`src/sv/swst_pkg.sv`:
```
// Shared types and constants for the sliding window statistics block.
`default_nettype none
package swst_pkg;

  // Width of the window size register.
  localparam int CFG_BITS = 5;
  // Window size after reset.
  localparam logic [CFG_BITS-1:0] CFG_RESET = 5'd4;

  // Controls for the window cells: fill all, shift in a sample, or rotate.
  typedef struct packed {
    logic fill;
    logic shift;
    logic rot;
  } swst_win_ctrl_t;

  // Controls for the sorting cells.
  typedef struct packed {
    logic clear;
  } swst_sort_ctrl_t;

endpackage
`default_nettype wire

```
`src/sv/swst_if.sv`:
```
// Valid/ready channel interfaces for samples in and statistics out.
`default_nettype none
interface swst_in_if #(
  parameter int SB = 16
) ();
  logic          valid;
  logic          ready;
  logic [SB-1:0] sample;
  logic          start_of_stream;

  modport source(output valid, sample, start_of_stream, input ready);
  modport sink(input valid, sample, start_of_stream, output ready);
endinterface

interface swst_out_if #(
  parameter int SB = 16
) ();
  logic          valid;
  logic          ready;
  logic [SB-1:0] window_min;
  logic [SB-1:0] window_max;
  logic [SB+7:0] window_mean;
  logic [SB:0]   window_median_x2;
  logic [SB+7:0] window_std_dev;

  modport source(output valid, window_min, window_max, window_mean, window_median_x2,
                 window_std_dev, input ready);
  modport sink(input valid, window_min, window_max, window_mean, window_median_x2,
               window_std_dev, output ready);
endinterface
`default_nettype wire

```
`src/sv/swst_win_cell.sv`:
```
// One window cell: holds one sample and passes it along the ring.
`default_nettype none
module swst_win_cell #(
  parameter int SB = 16
) (
  input  wire logic                    clk,
  input  wire swst_pkg::swst_win_ctrl_t ctrl,
  input  wire logic [SB-1:0]           fill_val,
  input  wire logic [SB-1:0]           prev_val,
  input  wire logic [SB-1:0]           succ_val,
  output logic [SB-1:0]                val
);
  import swst_pkg::*;

  // Fill on a stream start, shift toward older on a new sample, rotate during a scan.
  always_ff @(posedge clk) begin
    if (ctrl.fill) begin
      val <= fill_val;
    end else if (ctrl.shift) begin
      val <= prev_val;
    end else if (ctrl.rot) begin
      val <= succ_val;
    end
  end
endmodule
`default_nettype wire

```
`src/sv/swst_sort_cell.sv`:
```
// One cell of a systolic insertion sorter: keeps the smallest value it has seen.
`default_nettype none
module swst_sort_cell #(
  parameter int SB = 16
) (
  input  wire logic                     clk,
  input  wire logic                     rst,
  input  wire swst_pkg::swst_sort_ctrl_t ctrl,
  input  wire logic                     in_valid,
  input  wire logic [SB-1:0]            in_data,
  output logic                          pass_valid,
  output logic [SB-1:0]                 pass_data,
  output logic [SB-1:0]                 held
);
  import swst_pkg::*;

  logic held_valid;

  // Keep the smaller value and hand the larger one to the next cell.
  always_ff @(posedge clk) begin
    if (rst || ctrl.clear) begin
      held_valid <= 1'b0;
      pass_valid <= 1'b0;
    end else if (in_valid) begin
      if (!held_valid) begin
        held       <= in_data;
        held_valid <= 1'b1;
        pass_valid <= 1'b0;
      end else if ($signed(in_data) < $signed(held)) begin
        held       <= in_data;
        pass_data  <= held;
        pass_valid <= 1'b1;
      end else begin
        pass_data  <= in_data;
        pass_valid <= 1'b1;
      end
    end else begin
      pass_valid <= 1'b0;
    end
  end
endmodule
`default_nettype wire

```
`src/sv/swst_div.sv`:
```
// Restoring divider: one quotient bit per cycle.
`default_nettype none
module swst_div #(
  parameter int WD = 64,
  parameter int WS = 8
) (
  input  wire logic          clk,
  input  wire logic          rst,
  input  wire logic          start,
  input  wire logic [WD-1:0] dividend,
  input  wire logic [WS-1:0] divisor,
  output logic               done,
  output logic [WD-1:0]      quotient
);
  localparam int CW = $clog2(WD + 1);

  logic          busy;
  logic [CW-1:0] cnt;
  logic [WS-1:0] rem;
  logic [WS-1:0] dsr;
  logic [WS:0]   trial;
  logic          take;

  assign trial = {rem, quotient[WD-1]};
  assign take  = trial >= {1'b0, dsr};

  // Control: count the quotient bits.
  always_ff @(posedge clk) begin
    if (rst) begin
      busy <= 1'b0;
      done <= 1'b0;
      cnt  <= '0;
    end else begin
      done <= 1'b0;
      if (start) begin
        busy <= 1'b1;
        cnt  <= '0;
      end else if (busy) begin
        cnt <= cnt + 1'b1;
        if (cnt == CW'(WD - 1)) begin
          busy <= 1'b0;
          done <= 1'b1;
        end
      end
    end
  end

  // Datapath: shift the dividend through, subtracting where it fits.
  always_ff @(posedge clk) begin
    if (start) begin
      quotient <= dividend;
      dsr      <= divisor;
      rem      <= '0;
    end else if (busy) begin
      rem      <= take ? WS'(trial - {1'b0, dsr}) : WS'(trial);
      quotient <= {quotient[WD-2:0], take};
    end
  end
endmodule
`default_nettype wire

```
`src/sv/swst_sqrt.sv`:
```
// Digit-by-digit integer square root: one root bit per cycle.
`default_nettype none
module swst_sqrt #(
  parameter int WR = 64
) (
  input  wire logic            clk,
  input  wire logic            rst,
  input  wire logic            start,
  input  wire logic [WR-1:0]   radicand,
  output logic                 done,
  output logic [WR/2-1:0]      root
);
  localparam int WH = WR / 2;
  localparam int CW = $clog2(WH + 1);

  logic          busy;
  logic [CW-1:0] cnt;
  logic [WR-1:0] rad;
  logic [WH+2:0] rem;
  logic [WH+2:0] remsh;
  logic [WH+2:0] trial;
  logic          take;

  assign remsh = {rem[WH:0], rad[WR-1:WR-2]};
  assign trial = {1'b0, root, 2'b01};
  assign take  = remsh >= trial;

  // Control: count the root bits.
  always_ff @(posedge clk) begin
    if (rst) begin
      busy <= 1'b0;
      done <= 1'b0;
      cnt  <= '0;
    end else begin
      done <= 1'b0;
      if (start) begin
        busy <= 1'b1;
        cnt  <= '0;
      end else if (busy) begin
        cnt <= cnt + 1'b1;
        if (cnt == CW'(WH - 1)) begin
          busy <= 1'b0;
          done <= 1'b1;
        end
      end
    end
  end

  // Datapath: bring down two radicand bits and try the next root bit.
  always_ff @(posedge clk) begin
    if (start) begin
      rad  <= radicand;
      rem  <= '0;
      root <= '0;
    end else if (busy) begin
      rad  <= {rad[WR-3:0], 2'b00};
      rem  <= take ? remsh - trial : remsh;
      root <= {root[WH-2:0], take};
    end
  end
endmodule
`default_nettype wire

```
`src/sv/sliding_window_statistics.sv`:
```
// Top level of the sliding window statistics block.
//
// Usage: samples arrive on the samples channel (sample, start_of_stream), one
// statistics request leaves on the stats channel for each sample: minimum,
// maximum, mean times 256, twice the median and the sample standard deviation
// times 256. The window size is to be written through wr_en/wr_data only while
// idle; the block itself does not enforce this. A sample is scanned by rotating
// the ring of window cells once while it feeds the sorting cells, which then
// settle. A bit-serial divider computes the mean and then the variance, one
// iteration per bit of its 2*SAMPLE_BITS+2*ceil(log2(WINDOW_MAX+1))+16-bit
// quotient, and a bit-serial square root follows with one iteration per bit of
// the root, which is half as wide. One sample is processed at a time.
// Reset clears the control state and sets the window size to 4; the first
// sample after reset fills the whole window. If the receiver stalls, the
// result waits in the output register; the next sample is still accepted and
// computed, and its result waits until the output register is free.
`default_nettype none
module sliding_window_statistics #(
  parameter int WINDOW_MAX  = 16,
  parameter int SAMPLE_BITS = 16
) (
  input  wire logic                         clk,
  input  wire logic                         rst,
  input  wire logic                         wr_en,
  input  wire logic [swst_pkg::CFG_BITS-1:0] wr_data,
  swst_in_if.sink                           samples,
  swst_out_if.source                        stats
);
  import swst_pkg::*;

  localparam int SB  = SAMPLE_BITS;
  localparam int NB  = $clog2(WINDOW_MAX + 1);
  localparam int IB  = (WINDOW_MAX > 1) ? $clog2(WINDOW_MAX) : 1;
  localparam int SW  = SB + NB;
  localparam int QSW = 2 * SB + NB;
  localparam int DW  = 2 * SB + 2 * NB;
  localparam int QW  = DW + 16;
  localparam int MW  = 2 * NB;

  localparam logic [3:0] ST_IDLE    = 4'd0;
  localparam logic [3:0] ST_SCAN    = 4'd1;
  localparam logic [3:0] ST_SETTLE  = 4'd2;
  localparam logic [3:0] ST_PREP    = 4'd3;
  localparam logic [3:0] ST_DIVM    = 4'd4;
  localparam logic [3:0] ST_DIVV_GO = 4'd5;
  localparam logic [3:0] ST_DIVV    = 4'd6;
  localparam logic [3:0] ST_SQRT_GO = 4'd7;
  localparam logic [3:0] ST_SQRT    = 4'd8;
  localparam logic [3:0] ST_LOAD    = 4'd9;

  logic [3:0]          state;
  logic [3:0]          state_next;
  logic [IB-1:0]       cnt;
  logic [CFG_BITS-1:0] wsize;
  logic                primed;
  logic [NB-1:0]       n;
  logic                accept;
  logic                fill_all;

  logic [SB-1:0]       win [WINDOW_MAX];
  logic [SB-1:0]       srt [WINDOW_MAX];
  logic                pv  [WINDOW_MAX];
  logic [SB-1:0]       pd  [WINDOW_MAX];
  swst_win_ctrl_t      wctrl;
  swst_sort_ctrl_t     sctrl;
  logic                feed;

  logic signed [SB-1:0]   cur;
  logic signed [2*SB-1:0] sq;
  logic signed [SB-1:0]   mn;
  logic signed [SB-1:0]   mx;
  logic signed [SW-1:0]   sum;
  logic [QSW-1:0]         sumsq;
  logic [DW-1:0]          pa;
  logic [DW-1:0]          pb;
  logic signed [2*SW-1:0] sum_sq;
  logic [SW-1:0]          sum_mag;
  logic                   mean_neg;
  logic [SB+7:0]          mean;

  logic          div_start;
  logic [QW-1:0] div_dvd;
  logic [MW-1:0] div_dsr;
  logic          div_done;
  logic [QW-1:0] div_q;
  logic          sq_done;
  logic [QW/2-1:0] root;

  logic [IB-1:0]        mid;
  logic signed [SB:0]   med;

  assign accept       = samples.valid && samples.ready;
  assign samples.ready = (state == ST_IDLE);
  assign fill_all     = samples.start_of_stream || !primed;

  // Clamp the window size into the supported range.
  always_comb begin
    if (wsize < CFG_BITS'(2)) begin
      n = NB'(2);
    end else if (32'(wsize) > WINDOW_MAX) begin
      n = NB'(WINDOW_MAX);
    end else begin
      n = NB'(wsize);
    end
  end

  // Configuration register and stream-start tracking.
  always_ff @(posedge clk) begin
    if (rst) begin
      wsize  <= CFG_RESET;
      primed <= 1'b0;
    end else begin
      if (wr_en) begin
        wsize <= wr_data;
      end
      if (accept) begin
        primed <= 1'b1;
      end
    end
  end

  // Ring of window cells; cell 0 holds the newest sample.
  assign wctrl.fill  = accept && fill_all;
  assign wctrl.shift = accept && !fill_all;
  assign wctrl.rot   = (state == ST_SCAN);

  for (genvar k = 0; k < WINDOW_MAX; k++) begin : g_win
    swst_win_cell #(.SB(SB)) u_cell (
      .clk      (clk),
      .ctrl     (wctrl),
      .fill_val (samples.sample),
      .prev_val ((k == 0) ? samples.sample : win[(k + WINDOW_MAX - 1) % WINDOW_MAX]),
      .succ_val (win[(k + 1) % WINDOW_MAX]),
      .val      (win[k])
    );
  end

  // Chain of sorting cells fed from the head of the ring during the scan.
  assign sctrl.clear = accept;
  assign feed        = (state == ST_SCAN) && (NB'(cnt) < n);

  for (genvar k = 0; k < WINDOW_MAX; k++) begin : g_sort
    swst_sort_cell #(.SB(SB)) u_cell (
      .clk        (clk),
      .rst        (rst),
      .ctrl       (sctrl),
      .in_valid   ((k == 0) ? feed : pv[(k + WINDOW_MAX - 1) % WINDOW_MAX]),
      .in_data    ((k == 0) ? win[0] : pd[(k + WINDOW_MAX - 1) % WINDOW_MAX]),
      .pass_valid (pv[k]),
      .pass_data  (pd[k]),
      .held       (srt[k])
    );
  end

  // Sequencer.
  always_comb begin
    state_next = state;
    unique case (state)
      ST_IDLE:    if (accept) state_next = ST_SCAN;
      ST_SCAN:    if (cnt == IB'(WINDOW_MAX - 1)) state_next = ST_SETTLE;
      ST_SETTLE:  if (cnt == IB'(WINDOW_MAX - 1)) state_next = ST_PREP;
      ST_PREP:    state_next = ST_DIVM;
      ST_DIVM:    if (div_done) state_next = ST_DIVV_GO;
      ST_DIVV_GO: state_next = ST_DIVV;
      ST_DIVV:    if (div_done) state_next = ST_SQRT_GO;
      ST_SQRT_GO: state_next = ST_SQRT;
      ST_SQRT:    if (sq_done) state_next = ST_LOAD;
      ST_LOAD:    if (!stats.valid || stats.ready) state_next = ST_IDLE;
      default:    state_next = ST_IDLE;
    endcase
  end

  always_ff @(posedge clk) begin
    if (rst) begin
      state <= ST_IDLE;
      cnt   <= '0;
    end else begin
      state <= state_next;
      if (state == ST_SCAN || state == ST_SETTLE) begin
        cnt <= (cnt == IB'(WINDOW_MAX - 1)) ? '0 : cnt + 1'b1;
      end else begin
        cnt <= '0;
      end
    end
  end

  // Accumulate minimum, maximum, sum and sum of squares during the scan.
  assign cur = $signed(win[0]);
  assign sq  = cur * cur;

  always_ff @(posedge clk) begin
    if (feed) begin
      if (cnt == '0) begin
        mn    <= cur;
        mx    <= cur;
        sum   <= SW'(cur);
        sumsq <= QSW'($unsigned(sq));
      end else begin
        if (cur < mn) mn <= cur;
        if (cur > mx) mx <= cur;
        sum   <= sum + SW'(cur);
        sumsq <= sumsq + QSW'($unsigned(sq));
      end
    end
  end

  // Pairwise squared differences as n*sum(x^2) - sum(x)^2.
  assign sum_sq  = sum * sum;
  assign sum_mag = sum[SW-1] ? SW'(-sum) : SW'(sum);

  always_ff @(posedge clk) begin
    if (state == ST_PREP) begin
      pa       <= DW'(sumsq) * DW'(n);
      pb       <= DW'($unsigned(sum_sq));
      mean_neg <= sum[SW-1];
    end
  end

  // Shared divider: mean first, then variance.
  assign div_start = (state == ST_PREP) || (state == ST_DIVV_GO);
  assign div_dvd   = (state == ST_PREP) ? QW'({sum_mag, 8'h00}) : QW'({pa - pb, 16'h0000});
  assign div_dsr   = (state == ST_PREP) ? MW'(n) : MW'(n) * MW'(n - 1'b1);

  swst_div #(.WD(QW), .WS(MW)) u_div (
    .clk      (clk),
    .rst      (rst),
    .start    (div_start),
    .dividend (div_dvd),
    .divisor  (div_dsr),
    .done     (div_done),
    .quotient (div_q)
  );

  always_ff @(posedge clk) begin
    if (state == ST_DIVM && div_done) begin
      mean <= mean_neg ? (SB + 8)'(-div_q[SB+7:0]) : div_q[SB+7:0];
    end
  end

  swst_sqrt #(.WR(QW)) u_sqrt (
    .clk      (clk),
    .rst      (rst),
    .start    (state == ST_SQRT_GO),
    .radicand (div_q),
    .done     (sq_done),
    .root     (root)
  );

  // Median from the sorted cells.
  assign mid = IB'(n >> 1);
  always_comb begin
    if (n[0]) begin
      med = {srt[mid][SB-1], srt[mid]} + {srt[mid][SB-1], srt[mid]};
    end else begin
      med = {srt[mid - 1'b1][SB-1], srt[mid - 1'b1]} + {srt[mid][SB-1], srt[mid]};
    end
  end

  // Output register.
  always_ff @(posedge clk) begin
    if (rst) begin
      stats.valid <= 1'b0;
    end else if (state == ST_LOAD && (!stats.valid || stats.ready)) begin
      stats.valid <= 1'b1;
    end else if (stats.ready) begin
      stats.valid <= 1'b0;
    end
  end

  always_ff @(posedge clk) begin
    if (state == ST_LOAD && (!stats.valid || stats.ready)) begin
      stats.window_min       <= mn;
      stats.window_max       <= mx;
      stats.window_mean      <= mean;
      stats.window_median_x2 <= med;
      stats.window_std_dev   <= root[SB+7:0];
    end
  end

  // A request starts a scan from the head of the ring.
  a_scan_start: assert property (@(posedge clk) disable iff (rst)
    accept |=> (state == ST_SCAN) && (cnt == '0))
    else $error("request did not start a scan");

  // The reported minimum never exceeds the maximum.
  a_min_max: assert property (@(posedge clk) disable iff (rst)
    $rose(stats.valid) |-> ($signed(stats.window_min) <= $signed(stats.window_max)))
    else $error("minimum above maximum");

  // The doubled median lies between twice the minimum and twice the maximum.
  a_median: assert property (@(posedge clk) disable iff (rst)
    $rose(stats.valid) |->
      ($signed(stats.window_median_x2) >= $signed({stats.window_min, 1'b0})) &&
      ($signed(stats.window_median_x2) <= $signed({stats.window_max, 1'b0})))
    else $error("median outside window range");

endmodule
`default_nettype wire

```
`src/flat_wrapper.sv`:
```
// flat-port wrapper written by rule: the top's interface ports become plain ports
module sliding_window_statistics_flat import swst_pkg::*;
#(
  parameter int WINDOW_MAX  = 16,
  parameter int SAMPLE_BITS = 16
)
  (clk, rst, wr_en, wr_data, samples_valid, samples_sample, samples_start_of_stream, samples_ready, stats_valid, stats_window_min, stats_window_max, stats_window_mean, stats_window_median_x2, stats_window_std_dev, stats_ready);
  swst_in_if #(.SB(16)) samples_i ();
  swst_out_if #(.SB(16)) stats_i ();
  input  wire logic clk;
  input  wire logic rst;
  input  wire logic wr_en;
  input  wire logic [swst_pkg::CFG_BITS-1:0] wr_data;
  input wire logic [$bits(samples_i.valid)-1:0] samples_valid;
  input wire logic [$bits(samples_i.sample)-1:0] samples_sample;
  input wire logic [$bits(samples_i.start_of_stream)-1:0] samples_start_of_stream;
  output wire logic [$bits(samples_i.ready)-1:0] samples_ready;
  output wire logic [$bits(stats_i.valid)-1:0] stats_valid;
  output wire logic [$bits(stats_i.window_min)-1:0] stats_window_min;
  output wire logic [$bits(stats_i.window_max)-1:0] stats_window_max;
  output wire logic [$bits(stats_i.window_mean)-1:0] stats_window_mean;
  output wire logic [$bits(stats_i.window_median_x2)-1:0] stats_window_median_x2;
  output wire logic [$bits(stats_i.window_std_dev)-1:0] stats_window_std_dev;
  input wire logic [$bits(stats_i.ready)-1:0] stats_ready;
  assign samples_i.valid = samples_valid;
  assign samples_i.sample = samples_sample;
  assign samples_i.start_of_stream = samples_start_of_stream;
  assign samples_ready = samples_i.ready;
  assign stats_valid = stats_i.valid;
  assign stats_window_min = stats_i.window_min;
  assign stats_window_max = stats_i.window_max;
  assign stats_window_mean = stats_i.window_mean;
  assign stats_window_median_x2 = stats_i.window_median_x2;
  assign stats_window_std_dev = stats_i.window_std_dev;
  assign stats_i.ready = stats_ready;
  sliding_window_statistics #(.WINDOW_MAX(WINDOW_MAX), .SAMPLE_BITS(SAMPLE_BITS)) u_core (.clk(clk), .rst(rst), .wr_en(wr_en), .wr_data(wr_data), .samples(samples_i), .stats(stats_i));
endmodule
```
`config.mk`:
```
export PLATFORM = sky130hd
export DESIGN_NAME = sliding_window_statistics_flat
export DESIGN_NICKNAME = d
export VERILOG_FILES = /design/src/sv/swst_pkg.sv /design/src/sv/swst_if.sv /design/src/sv/swst_win_cell.sv /design/src/sv/swst_sort_cell.sv /design/src/sv/swst_div.sv /design/src/sv/swst_sqrt.sv /design/src/sv/sliding_window_statistics.sv /design/src/flat_wrapper.sv
export SDC_FILE = /design/constraint.sdc
export NUM_CORES = 2
export LEC_CHECK = 0
export BUFFER_PORTS_ARGS = -buffer_cell sky130_fd_sc_hd__buf_2
export CAP_MARGIN = 10
export CORE_MARGIN = 4
export CORE_UTILIZATION = 25
export DETAILED_ROUTE_END_ITERATION = 8
export PLACE_DENSITY = 0.5
export REMOVE_ABC_BUFFERS = 1
export SYNTH_ARGS = -nofsm -noshare
export SYNTH_HDL_FRONTEND = slang
export SYNTH_SLANG_ARGS = --single-unit
```
`constraint.sdc`:
```
create_clock -name clk -period 21 [get_ports clk]
set_input_delay 2.1 -clock clk [delete_from_list [all_inputs] [get_ports clk]]
set_output_delay 2.1 -clock clk [all_outputs]
set_load 0.05 [all_outputs]
```
==> flow_metrics.py <==
metrics = {
    "timing": {
        "hold_viol_final": 0,
        "worst_slack_ns": 11.83,
        "tns_ns": 0,
        "worst_pin_slew_ns": 1.291,
        "period_share_pct": 43.67,
        "hold-worst-slack_ns": 0.4084,
        "maxSlewViolCount": 0,
        "min_period_ns": 9.172,
        "setup_viol": 0,
        "clock.fmax_mhz": 109.0,
        "slew_headroom_pct": 13.94,
        "skew_ns": 0.08755,
        "rsz0062_at_grt": "false",
    },
    "cts": {
        "htreeDepth": 4,
        "insertion_delay_ns": 0.81,
        "clock-sinks": 1133,
        "cts_tree": "done",
        "cts_hold_buf": 0,
        "cts.path.max_buffers": 4,
        "clk_pin_slew_ns": 0.06,
        "cts_resized": 0,
        "cts_buffers": 145,
        "cts-root-buf": "clkbuf_16",
        "postCtsSetupRepairBufs": 0,
    },
    "grt": {
        "grt_max_degree": 263,
        "antenna_found_initial": 16,
        "grt_pass1_wl_microns": 360100,
        "grt.busiest_layer": "met2",
        "grt_remaining_overflow": 0,
        "met3_usage_pct": 1.539,
        "use_met2_pct": 20.42,
        "grt_use_total_pct": 12.35,
        "first_global_vias": 62203,
        "grt_use_met1_pct": 17.07,
    },
    "yosys": {
        "async_flop_share_pct": 0,
        "yosysWarnings": 0,
        "synth_area_leaders": "edfxtp_1, fa_1, ha_1, inv_1, a21oi_1",
        "synth-adder-area-share_pct": 26.80,
        "synth_edf_count": 1013,
        "yosysSeqAreaShare_pct": 37.22,
        "synth-simple-area-share_pct": 10.87,
        "synth_seq_cells": 1133,
        "syn_area_per_cell_sq_um": 10.40,
        "syn_area_sq_um": 88190,
        "synth_top_family_by_area": "adder cells",
        "yosysTopAreaCellShare_pct": 34.49,
        "synth_cells": 8481,
        "synth_cell_types": 95,
        "synth_top_cell_by_area": "edfxtp_1",
        "synth_ff_type": "edfxtp_1",
        "yosys.area_share.xor_xnor_pct": 3.148,
        "synthMuxAreaShare_pct": 4.073,
        "synth_compound_area_share_pct": 11.03,
    },
    "final_layout": {
        "nets": 9955,
        "area_growth_pct": 12.08,
        "mostFrequentLayoutCell": "inv_1",
        "fill_cells": 36427,
        "final_cell_mix": "inv_1, edfxtp_1, a21oi_1",
        "drive_gt1_share_pct": 8.033,
        "finalInstanceArea_sq_um": 98840,
    },
    "drt": {
        "drc": 0,
        "wirelength_microns": 226700,
        "ant_nets": 0,
        "routed-via-count": 60111,
        "firstDrtPassIters": 6,
        "post_drt_wl_per_cell_microns": 17.14,
        "drt_iter0_markers": 4083,
        "vias_per_cell": 4.547,
    },
    "worst_setup_path": {
        "crit_path_end": "u_core.sumsq[35]",
        "slowest_stage": "fa_1",
        "crit_top_cell": "fa_1",
        "crit_path_end_kind": "register",
        "worst_setup_path_start_kind": "register",
        "setup.worst_path.start": "u_core.g_win[0].u_cell.val[1]",
        "r2r_slack_ns": 11.83,
        "critPathArrivalTime_ns": 9.71,
        "slowest_delay_ns": 0.59,
        "rr_endpoint": "u_core.sumsq[35]",
        "worstPathRequired_ns": 21.54,
        "path_max_fanout": 22,
        "reg2regPathDepth": 30,
        "path_class": "register to register",
        "rr_startpoint": "u_core.g_win[0].u_cell.val[1]",
    },
    "floorplanning": {
        "start_util_pct": 25.18,
        "die_h_microns": 601.9,
        "ios": 126,
        "dieArea_sq_um": 362300,
        "rows": 217,
        "die_width_microns": 601.9,
        "core_area_sq_um": 350200,
    },
    "flow_run": {
        "drv_cap": 0,
    },
    "min_path": {
        "hold_class": "register to register",
        "hold_depth": 0,
    },
    "run_status": {
        "status": "completed",
    },
    "placement": {
        "port_buffers": 125,
        "post-place-ws_ns": 11.86,
        "gp_congestion": 0.8415,
        "dp.final_hpwl_microns": 169200,
        "placed_cell_area_sq_um": 94160,
    },
}
==> state kept, by name, summed over array words and instances (netlist names), 16 cells and up <==
| name | cells |
|---|---|
| u_core.g_win.u_cell.val | 256 |
| u_core.g_sort.u_cell.held | 176 |
| u_core.g_sort.u_cell.pass_data | 160 |
| u_core.u_div.quotient | 58 |
| u_core.u_sqrt.rad | 58 |
| u_core.pa | 42 |
| u_core.pb | 41 |
| u_core.sumsq | 37 |
| u_core.u_sqrt.rem | 30 |
| u_core.u_sqrt.root | 29 |
| u_core.mean | 24 |
| u_core.stats.window_mean | 24 |
| u_core.stats.window_std_dev | 24 |
| u_core.sum | 21 |
| u_core.stats.window_median_x2 | 17 |
| u_core.mn | 16 |
| u_core.mx | 16 |
| u_core.stats.window_max | 16 |
| u_core.stats.window_min | 16 |
==> worst min path at each step <==
stage | from | slack (ns) | to
after CTS | u_core.mean[9] | 0.41 | u_core.stats.window_mean[9]
after floorplan | u_core.mean[0] | 0.40 | u_core.stats.window_mean[0]
after global placement | u_core.mean[8] | 0.41 | u_core.stats.window_mean[8]
after global routing | u_core.mean[9] | 0.42 | u_core.stats.window_mean[9]
final | u_core.mean[9] | 0.41 | u_core.stats.window_mean[9]
after detailed placement | u_core.mean[16] | 0.40 | u_core.stats.window_mean[16]
==> worst max-delay path, delay by kind of cell (launching register included) <==
family,cells,cell delay [ns]
AO/OA/AOI/OAI,12,2.85
XOR/XNOR,2,0.34
adder cells (fa/ha/maj),8,3.61
buffers and inverters,4,0.97
flip-flops,1,0.37
AND/OR/NAND/NOR,4,0.75
==> per-stage QoR <==
step           cells  utilization, %
6_report       13221           28.22
5_1_grt        13216           28.22
4_1_cts        13213           28.21
3_5_place_dp   12961           26.88
3_3_place_gp   12961           26.88
2_1_floorplan   8140               -
==> metal layers <==
layer / routed length (microns) / share of wire (%)
met1: 105600 / 47
met2: 105700 / 47
met3: 9338 / 4.1
met4: 6030 / 2.7
met5: 0 / 0
==> synthesized netlist by cell type, types with 24 or more instances <==
cell / n
a21o_1: 164
a31oi_1: 39
mux2_2: 126
a211oi_1: 75
inv_1: 1242
dfxtp_1: 120
nand4_1: 41
buf_1: 24
o21ai_1: 32
clkbuf_1: 303
mux2i_1: 81
nor2_1: 599
mux4_2: 60
o21bai_1: 29
ha_1: 636
o21ai_0: 238
a21oi_1: 808
nor3_1: 56
o21a_1: 54
xnor2_1: 210
nand3_1: 98
fa_1: 783
nand2b_1: 70
nand2_1: 807
and2_1: 200
nor2b_1: 76
and3_1: 61
or3_1: 29
xor2_1: 107
edfxtp_1: 1013
==> kinds of logic (layout without fill, tap and decap cells) <==
logic type	Yosys count	count (layout)
and+or+nand+nor	2107	2107
AOI/OAI and AO/OA	1635	1635
xor gates and xnor gates	317	317
muxes	268	268
buffers and inverters	1601	1733
adders and majority gates	1419	1419
DFF	1133	1133
other	1	10
==> area by class of cell <==
| cell class | instances | area [sq um] | share of cell area, % |
|---|---|---|---|
| Clock buffer | 181 | 3961 | 4.008 |
| Antenna cell | 8 | 20.02 | 0.02025 |
| Timing Repair Buffer | 222 | 1391 | 1.408 |
| Clock inverter | 71 | 700.7 | 0.7089 |
| Inverter | 1259 | 4728 | 4.784 |
| Sequential cell | 1133 | 32830 | 33.21 |
| Tap cell | 4599 | 5754 | 5.822 |
| Multi-Input combinational cell | 5748 | 49460 | 50.04 |
Power is left out: the tool's default activity adds up to more than one toggle a clock period on the data nets, which glitch-free logic cannot reach.
